[src/hdl/blr_pkg.sv]
// Constants and shared types for the bounded LCG random generator.
// No dependencies; imported by blr_rem, bounded_lcg_random, blr_chk, blr_checker and the bench top.
`default_nettype none
package blr_pkg;

    localparam int unsigned DATA_W  = 64;
    localparam int unsigned DRAW_SH = 16;
    localparam int unsigned DRAW_W  = DATA_W - DRAW_SH;
    localparam int unsigned DIGIT_W = 8;
    localparam int unsigned MUL_STEPS = DATA_W / DIGIT_W;

    localparam logic [DATA_W-1:0] LCG_MUL = 64'd6364136223846793005;
    localparam logic [DATA_W-1:0] LCG_ADD = 64'd1442695040888963407;

    // control from the sequencer to the remainder unit
    typedef struct packed {
        logic start;
        logic bypass;   // span wrapped to zero: pass the draw through
    } blr_div_ctrl_t;

endpackage
`default_nettype wire

[src/hdl/blr_rem.sv]
// Bit-serial restoring remainder unit: draw mod span, one draw bit per cycle.
// Depends on blr_pkg.
`default_nettype none
module blr_rem
    import blr_pkg::*;
(
    input  wire logic                aclk,
    input  wire logic                aresetn,
    input  wire blr_div_ctrl_t       ctrl,
    input  wire logic [DRAW_W-1:0]   dividend,
    input  wire logic [DATA_W-1:0]   divisor,
    output logic                     done,
    output logic [DRAW_W-1:0]        remainder
);

    localparam int unsigned CNT_W = $clog2(DRAW_W + 1);

    logic [DRAW_W-1:0] dvd_reg, dvd_next;
    logic [DRAW_W-1:0] rem_reg, rem_next;
    logic [CNT_W-1:0]  cnt_reg, cnt_next;
    logic              busy_reg, busy_next;
    logic              bypass_reg, bypass_next;
    logic              done_reg, done_next;
    logic [DRAW_W:0]   shifted;
    logic [DATA_W-1:0] shifted_ext;

    assign shifted     = {rem_reg, dvd_reg[DRAW_W-1]};
    assign shifted_ext = {{(DATA_W-DRAW_W-1){1'b0}}, shifted};

    always_comb begin
        dvd_next    = dvd_reg;
        rem_next    = rem_reg;
        cnt_next    = cnt_reg;
        busy_next   = busy_reg;
        bypass_next = bypass_reg;
        done_next   = 1'b0;
        if (ctrl.start) begin
            dvd_next    = dividend;
            rem_next    = '0;
            cnt_next    = CNT_W'(DRAW_W);
            busy_next   = 1'b1;
            bypass_next = ctrl.bypass;
        end else if (busy_reg) begin
            dvd_next = {dvd_reg[DRAW_W-2:0], 1'b0};
            // partial remainder never exceeds the draw prefix, so it fits DRAW_W
            if (!bypass_reg && shifted_ext >= divisor) begin
                rem_next = DRAW_W'(shifted_ext - divisor);
            end else begin
                rem_next = shifted[DRAW_W-1:0];
            end
            cnt_next = cnt_reg - 1'b1;
            if (cnt_reg == CNT_W'(1)) begin
                busy_next = 1'b0;
                done_next = 1'b1;
            end
        end
    end

    always_ff @(posedge aclk) begin
        if (!aresetn) begin
            busy_reg <= 1'b0;
            done_reg <= 1'b0;
            cnt_reg  <= '0;
        end else begin
            busy_reg <= busy_next;
            done_reg <= done_next;
            cnt_reg  <= cnt_next;
        end
        dvd_reg    <= dvd_next;
        rem_reg    <= rem_next;
        bypass_reg <= bypass_next;
    end

    assign done      = done_reg;
    assign remainder = rem_reg;

endmodule
`default_nettype wire

[src/hdl/bounded_lcg_random.sv]
// Bounded random generator: one 64-bit LCG step per request, reduced into [lo, hi].
// Top level; depends on blr_pkg and blr_rem.
//
// Usage:
//   s_ channel: one word carries bound_low (bits 63:0) and bound_high (127:64),
//   signed; reversed bounds are swapped. m_ channel: one word with random_value.
//   cfg_wr_en/cfg_wr_data load the generator state (zero loads as 1); write
//   only while no request is in flight.
// Sequence:
//   A request passes from acceptance through the state multiply (one 8-bit
//   digit of the state per cycle), the increment, the remainder (one draw
//   bit per cycle in blr_rem), ST_DIV and ST_OUT into the result register.
//   s_tready is high only while idle, so the next request word is taken only
//   after the previous result has been written to the output register.
// Reset (aresetn low, synchronous): generator state becomes 1, no result pending.
// Stall: a finished result waits in the output register while m_tready is low;
//   the next request is still accepted, but its result waits until the
//   register is taken.
`default_nettype none
module bounded_lcg_random
    import blr_pkg::*;
(
    input  wire logic                aclk,
    input  wire logic                aresetn,
    input  wire logic                cfg_wr_en,
    input  wire logic [DATA_W-1:0]   cfg_wr_data,
    input  wire logic                s_tvalid,
    output logic                     s_tready,
    input  wire logic [2*DATA_W-1:0] s_tdata,   // bound_low, bound_high
    output logic                     m_tvalid,
    input  wire logic                m_tready,
    output logic [DATA_W-1:0]        m_tdata    // random_value
);

    localparam int unsigned STEP_W = $clog2(MUL_STEPS);

    typedef enum logic [2:0] {
        ST_IDLE,
        ST_MUL,
        ST_ADD,
        ST_DIV,
        ST_OUT
    } state_t;

    state_t              state_reg;
    logic [DATA_W-1:0]   gen_reg;
    logic [DATA_W-1:0]   lo_reg;
    logic [DATA_W-1:0]   hi_reg;
    logic [DATA_W-1:0]   span_reg;
    logic [DATA_W-1:0]   mcand_reg;
    logic [DATA_W-1:0]   mplier_reg;
    logic [DATA_W-1:0]   acc_reg;
    logic [STEP_W-1:0]   step_reg;
    logic                m_tvalid_reg;
    logic [DATA_W-1:0]   m_tdata_reg;

    logic [DATA_W-1:0]   in_lo, in_hi;
    logic                swap;
    logic [DATA_W-1:0]   partial;
    logic [DATA_W-1:0]   gen_next;
    blr_div_ctrl_t       div_ctrl;
    logic                div_done;
    logic [DRAW_W-1:0]   div_rem;

    assign in_lo = s_tdata[DATA_W-1:0];
    assign in_hi = s_tdata[2*DATA_W-1:DATA_W];
    assign swap  = $signed(in_lo) > $signed(in_hi);

    // one digit of the state times the shifted multiplier constant, mod 2^64
    assign partial  = DATA_W'(mcand_reg * mplier_reg[DIGIT_W-1:0]);
    assign gen_next = acc_reg + LCG_ADD;

    assign div_ctrl.start  = (state_reg == ST_ADD);
    assign div_ctrl.bypass = (span_reg == '0);

    blr_rem u_rem (
        .aclk      (aclk),
        .aresetn   (aresetn),
        .ctrl      (div_ctrl),
        .dividend  (gen_next[DATA_W-1:DRAW_SH]),
        .divisor   (span_reg),
        .done      (div_done),
        .remainder (div_rem)
    );

    always_ff @(posedge aclk) begin
        if (!aresetn) begin
            state_reg    <= ST_IDLE;
            gen_reg      <= DATA_W'(1);
            m_tvalid_reg <= 1'b0;
            step_reg     <= '0;
        end else begin
            // ST_OUT refills the output register itself when the word is taken
            if (m_tvalid_reg && m_tready && state_reg != ST_OUT) begin
                m_tvalid_reg <= 1'b0;
            end
            if (cfg_wr_en) begin
                gen_reg <= (cfg_wr_data == '0) ? DATA_W'(1) : cfg_wr_data;
            end
            unique case (state_reg)
                ST_IDLE: begin
                    if (s_tvalid) begin
                        lo_reg     <= swap ? in_hi : in_lo;
                        hi_reg     <= swap ? in_lo : in_hi;
                        mcand_reg  <= LCG_MUL;
                        mplier_reg <= gen_reg;
                        acc_reg    <= '0;
                        step_reg   <= '0;
                        state_reg  <= ST_MUL;
                    end
                end
                ST_MUL: begin
                    span_reg   <= hi_reg - lo_reg + DATA_W'(1);
                    acc_reg    <= acc_reg + partial;
                    mcand_reg  <= {mcand_reg[DATA_W-DIGIT_W-1:0], {DIGIT_W{1'b0}}};
                    mplier_reg <= {{DIGIT_W{1'b0}}, mplier_reg[DATA_W-1:DIGIT_W]};
                    step_reg   <= step_reg + 1'b1;
                    if (step_reg == STEP_W'(MUL_STEPS - 1)) begin
                        state_reg <= ST_ADD;
                    end
                end
                ST_ADD: begin
                    gen_reg   <= gen_next;
                    state_reg <= ST_DIV;
                end
                ST_DIV: begin
                    if (div_done) begin
                        state_reg <= ST_OUT;
                    end
                end
                ST_OUT: begin
                    if (!m_tvalid_reg || m_tready) begin
                        m_tdata_reg  <= lo_reg + {{DRAW_SH{1'b0}}, div_rem};
                        m_tvalid_reg <= 1'b1;
                        state_reg    <= ST_IDLE;
                    end
                end
                default: begin
                    state_reg <= ST_IDLE;
                end
            endcase
        end
    end

    assign s_tready = (state_reg == ST_IDLE);
    assign m_tvalid = m_tvalid_reg;
    assign m_tdata  = m_tdata_reg;

endmodule
`default_nettype wire

[config.mk]
export PLATFORM = sky130hd
export DESIGN_NAME = bounded_lcg_random
export DESIGN_NICKNAME = d
export VERILOG_FILES = /design/src/hdl/blr_pkg.sv /design/src/hdl/blr_rem.sv /design/src/hdl/bounded_lcg_random.sv
export SDC_FILE = /design/constraint.sdc
export NUM_CORES = 2
export LEC_CHECK = 0
export ABC_AREA = 1
export BUFFER_PORTS_ARGS = -buffer_cell sky130_fd_sc_hd__buf_4
export CAP_MARGIN = 20
export CORE_MARGIN = 3
export CORE_UTILIZATION = 65
export DETAILED_ROUTE_END_ITERATION = 8
export GPL_TIMING_DRIVEN = 0
export HOLD_SLACK_MARGIN = 0.05
export PLACE_DENSITY = 0.84
export SETUP_SLACK_MARGIN = 0.4
export SYNTH_ARGS = -nofsm -noshare
export SYNTH_HDL_FRONTEND = slang
export SYNTH_SLANG_ARGS = --single-unit
[constraint.sdc]
create_clock -name aclk -period 16.24 [get_ports aclk]
set_input_delay 0.812 -clock aclk [delete_from_list [all_inputs] [get_ports aclk]]
set_output_delay 0.812 -clock aclk [all_outputs]
set_load 0.005 [all_outputs]
# Yosys cells after proc, flatten, opt, wreduce, memory -nomap -nowiden
# Cells that the tools add are included.
[op_classes]
n_addsub = 8
multipliers = 1
n_lt_le_gt_ge = 2
eq_ne = 11
n_mux = 30
bitwise_logic = 2
reduce_logical = 20
[op_table]
columns = ["cell", "n"]
rows = [
  ["2-to-1 mux 64 bit", 8],
  ["one-hot mux 64 bit (2 select lines)", 3],
  ["2-to-1 mux 48 bit", 3],
  ["logical NOT 64 bit", 2],
  ["adder 64 x 1 -> 64 bit (second input constant)", 1],
  ["adder 64 x 48 -> 64 bit", 1],
  ["adder 64 x 61 -> 64 bit (second input constant)", 1],
  ["adder 64 bit", 1],
  ["greater-or-equal comparator 49 x 64 -> 1 bit", 1],
  ["greater-than comparator 64 bit", 1],
  ["multiplier 64 x 8 -> 64 bit", 1],
  ["subtractor 64 bit", 1],
  ["subtractor 48 bit", 1],
  ["2-to-1 mux 3 bit", 5],
  ["one-hot mux 3 bit (5 select lines)", 1],
  ["2-to-1 mux 6 bit", 2],
  ["AND reduction 3 bit", 3],
  ["2-to-1 mux 1 bit", 7],
  ["== test 3 x 2 -> 1 bit (second input constant)", 2],
  ["== test 3 bit (second input constant)", 2],
  ["== test 6 x 1 -> 1 bit (second input constant)", 1],
  ["!= test 2 bit (second input constant)", 3],
  ["one-hot mux 3 bit (2 select lines)", 1],
  ["nonzero test 2 bit", 3],
  ["other kinds (14)", 19],
]
[word_totals]
register_bits = 624
input_bits = 197
output_inout_bits = 66

# Logic depth before layout (Yosys ltp)
[logic_depth]
word_depth = 5
ltp_mapped = 30
ltp_nobuf = 28

# Cells and area by module
# Synthesis repeated with hierarchy kept, for this count alone.
[hier_totals]
hier_cells = 8383
area_unflattened_um2 = 59373.2
[modules_own_cells]
columns = ["module", "instances", "cells_per_inst", "area_per_inst_um2"]
rows = [
  ["bounded_lcg_random", 1, 6805, 50185.6],
  ["blr_rem", 1, 1578, 9187.6],
]

# Worst setup path after synthesis
# Ideal clock, no wire load.
[synth_timing]
path_kind = "in2reg"
start = "in aresetn"
end = "reg acc_reg[0], enable pin"
setup_ps = 710
t_arrival_ps = 8736
required_time_ps = 15530
setup_slack_ps = 6793
path_stages = 4
path_cell_list = "clkbuf_1 clkinv_1 clkbuf_1 nor2_1"
[synth_between]
elab_chain_len = 1
[synth_lines]
columns = ["item", "line", "text"]
rows = [
  ["start, declared", "bounded_lcg_random.sv:24", "input wire logic aresetn,"],
  ["AND reduction 3 bit (no line)", "--", ""],
  ["end signal, assigned", "bounded_lcg_random.sv:114", "acc_reg <= acc_reg + partial;"],
  ["end, declared", "bounded_lcg_random.sv:52", "logic [DATA_W-1:0] acc_reg;"],
]
# No other way between the ends.
# A chain may end at the register's enable or synchronous reset.

# Final worst setup path
[layout_timing]
start = "reg mplier_reg[7]"
end = "reg acc_reg[60] (data pin)"
[layout_between]
elab_chain_len = 3
[layout_lines]
columns = ["item", "line", "text"]
rows = [
  ["start, declared", "bounded_lcg_random.sv:51", "logic [DATA_W-1:0] mplier_reg;"],
  ["start signal, assigned", "bounded_lcg_random.sv:106", "mplier_reg <= gen_reg;"],
  ["start signal, assigned", "bounded_lcg_random.sv:116", "mplier_reg <= {{DIGIT_W{1'b0}}, mplier_reg[DATA_W-1:DIGIT_W]};"],
  ["multiplier 64 x 8 -> 64 bit", "bounded_lcg_random.sv:70", "assign partial = DATA_W'(mcand_reg * mplier_reg[DIGIT_W-1:0]);"],
  ["adder 64 bit", "bounded_lcg_random.sv:114", ""],
  ["one-hot mux 64 bit (2 select lines)", "bounded_lcg_random.sv:100", "unique case (state_reg)"],
]
# No other way between the ends.

==> results.toml <==
[cts]
cts_tree = "built"
cts_root_buf = "clkbuf_16"
h-tree-depth = 3
clock_path_buffers = 3
clock_latency_ps = 680
cts.clk_slew.worst_paths_ps = 60
hold_buffers = 0
cts_setup_buffers = 0
ctsResizeCount = 0
cts_buffers = 70
cts_num_sinks = 605

[floorplanning]
core-area_um2 = 89300
initial_core_util = 0.662
fp-row-count = 109
die_area_um2 = 94600
die_h_um = 308
io-pin-count = 263
die_w_um = 308

[grt]
antenna_found_initial = 8
grt_overflow_total = 0
first_global_vias = 57100
track_usage = 0.474
grt_max_degree = 48
grt_pass1_wl_mm = 337

[power_and_ir_drop]
power_switching_mw = 9.20
p_clk_frac = 0.107
p_int_mw = 6.45
power_frac_comb = 0.749
switching_share = 0.588
power.leakage_nw = 33.6
irDropWorstVdd_v = 0.000827
power_mw = 15.7
powerDensity_nw_per_um2 = 240
pwr-share-seq = 0.144

[critical_path]
startpoint_type = "flip-flop"
cp_slowest_cell = "clkbuf_1"
worst_setup_path_end_kind = "flip-flop"
worstPathRequired_ps = 16590
path_class = "flip-flop to flip-flop"
cp_slowest_stage_delay_ps = 950
cp_common_cell = "inv_1"
ff2ff_setup_slack_ps = 8660
arrival_ps = 7930
worstPathCellList = "clkbuf_1, clkbuf_1, nand2_1, inv_1, fa_1, fa_1, fa_1, inv_1, fa_1, inv_1, ha_1, nand2_1, nor2_1, inv_1, nor2_1, inv_1, nor4_1, nand3_1, nand3_1, nand2_1, nor2_1"
cp_max_fo = 10

[final_layout]
fin_area_um2 = 65200
post-route-util = 0.730
instances_no_fill = 9875
drive_above_1_share = 0.0572
area_delta_synth_final_pct = 10.3
nets = 9612

[detailed_routing]
first_pass_iters = 9
drt_iter0_drc = 9284
drc_errors = 0
wl_per_cell_um = 23.1
vias = 60600
wirelength_mm = 228
routed_via_density = 6.14
ant_nets = 0

[logic_synthesis]
yosys_warnings = 0
synth_ff_type = "edfxtp_1"
synth_enable_flop_cells = 478
synthCells = 8302
synth_nets = 9262
ys_seq_area_frac = 0.286
syn_area_per_cell_um2 = 7.12
syn-cell-area_um2 = 59100
synthArstFlopShare = 0
ys_seq_elements = 605
yosysUniqueCellTypes = 52

[sta]
relSlewSlack = 0.198
fin_tns_setup_ps = 0
final_max_slew_viol_count = 0
fin_ws_ps = 8660
holdWs_ps = 435
worst_pin_slew_ps = 1200
hold_violations = 0
period_minus_slack_ps = 7580
skew_ps = 34.5
rsz0062_at_grt = "no"
max_freq_mhz = 132
fin_crit_sh = 0.467
finalSetupViolCount = 0

[placement]
placed_cell_area_um2 = 62900
io_buffers = 261
dp_hpwl_mm = 186
globalplace.congestion = 1.11
dp.cells = 9745
place_ws_ps = 9210

[min_path]
hold_path_class = "input pin to flip-flop"

[run]
max_cap_viol_count = 0

[status]
status = "finished clean"
## routing by layer
metal / up-vias / global-route usage / wire length, um
met5: - / 0 / 47
met4: 8 / 0.244 / 14800
met3: 1001 / 0.204 / 40700
met2: 4883 / 0.661 / 89200
met1: 27900 / 0.626 / 83200
li1: 26900 / - / -
## area by class of cell
type / count / area, um^2
fill: 6927 / 24100
tap: 1165 / 1460
sequential: 605 / 16900
clock buffer: 87 / 1930
buffer: 230 / 1010
inverter: 1683 / 6320
clock inverter: 40 / 427
antenna: 3 / 7.51
multi-input combinational: 5784 / 34900
timing repair buffer: 278 / 2250
## power by group through the flow
stage                     clock [mW]  sequential, mW  combinational (mW)
final                           1.68            2.26                11.7
after global routing            1.72            2.26                12.7
after CTS                       1.65            2.23                11.2
after detailed placement           0            2.26                11.1
after global placement             0            2.29                10.9
after floorplan                    0            2.17                7.35
## cells by family after synthesis
kind of cell             synth area share
flip-flops                          0.286
AO/OA/AOI/OAI                      0.0898
buffers and inverters               0.124
XOR/XNOR                           0.0221
adder cells (fa/ha/maj)             0.207
AND/OR/NAND/NOR                     0.272
## cell usage in the layout, fill, tap and decap left out, types with 8 or more instances in the layout
cell,Yosys,layout
nand2_1,2395,2395
inv_1,1676,1675
nor2_1,688,685
edfxtp_1,478,478
a21oi_1,446,446
ha_1,404,404
nand3_1,386,386
o21ai_0,371,371
fa_1,359,359
buf_4,17,278
nand4_1,210,210
clkbuf_1,160,169
dfxtp_1,127,127
xor2_1,113,113
nor3_1,78,77
clkbuf_16,0,73
nor4_1,46,46
a21o_1,38,38
a31oi_1,37,37
xnor2_1,36,36
o21bai_1,33,33
buf_1,24,24
buf_2,23,23
or2_2,23,23
o211ai_1,19,19
nand2_2,19,19
o21a_1,15,15
buf_12,0,11
nand3b_1,10,10
clkinv_1,3,10
clkinv_2,0,10
buf_6,4,8
## cells in the mapped netlist (all sizes together) (2+ instances only)
master,count,area share
and3,7,0.00074
buf,70,0.0069
nor2,695,0.044
nand4,210,0.022
or2,25,0.0026
a32o,2,0.00034
dfxtp,127,0.043
a211oi,3,0.00038
a21boi,7,0.00089
xor2,113,0.017
nand3b,10,0.0013
edfxtp,478,0.24
xnor2,36,0.0053
nand3,387,0.033
clkbuf,160,0.010
o21bai,33,0.0042
o21a,15,0.0019
a21oi,446,0.038
ha,404,0.085
nor3b,3,0.00038
o21ai,378,0.032
and2,7,0.00074
inv,1680,0.11
a31oi,37,0.0039
fa,359,0.12
o2111ai,3,0.00044
nor3,80,0.0069
a21o,38,0.0048
nand2,2414,0.15
o211ai,19,0.0024
nor4,46,0.0049
clkinv,3,0.00019
## worst paths after layout
path | cells past startpoint | to | from
worst max-delay path | 21 | acc_reg[60] | mplier_reg[7]
worst min register to register | 2 | u_rem.cnt_reg[0] | u_rem.cnt_reg[0]
worst min-delay path | 3 | lo_reg[20] | s_tdata[20]
worst max register to register | 21 | acc_reg[60] | mplier_reg[7]
## worst max-delay path, delay by kind of cell (launching register included)
family                     cells  cell delay (ps)
DFF                            1              470
and+or+nand+nor                9             2030
buffers and inverters          7             2270
adders and majority gates      5             2450
No activity file was read; power rests on OpenSTA's default activity.
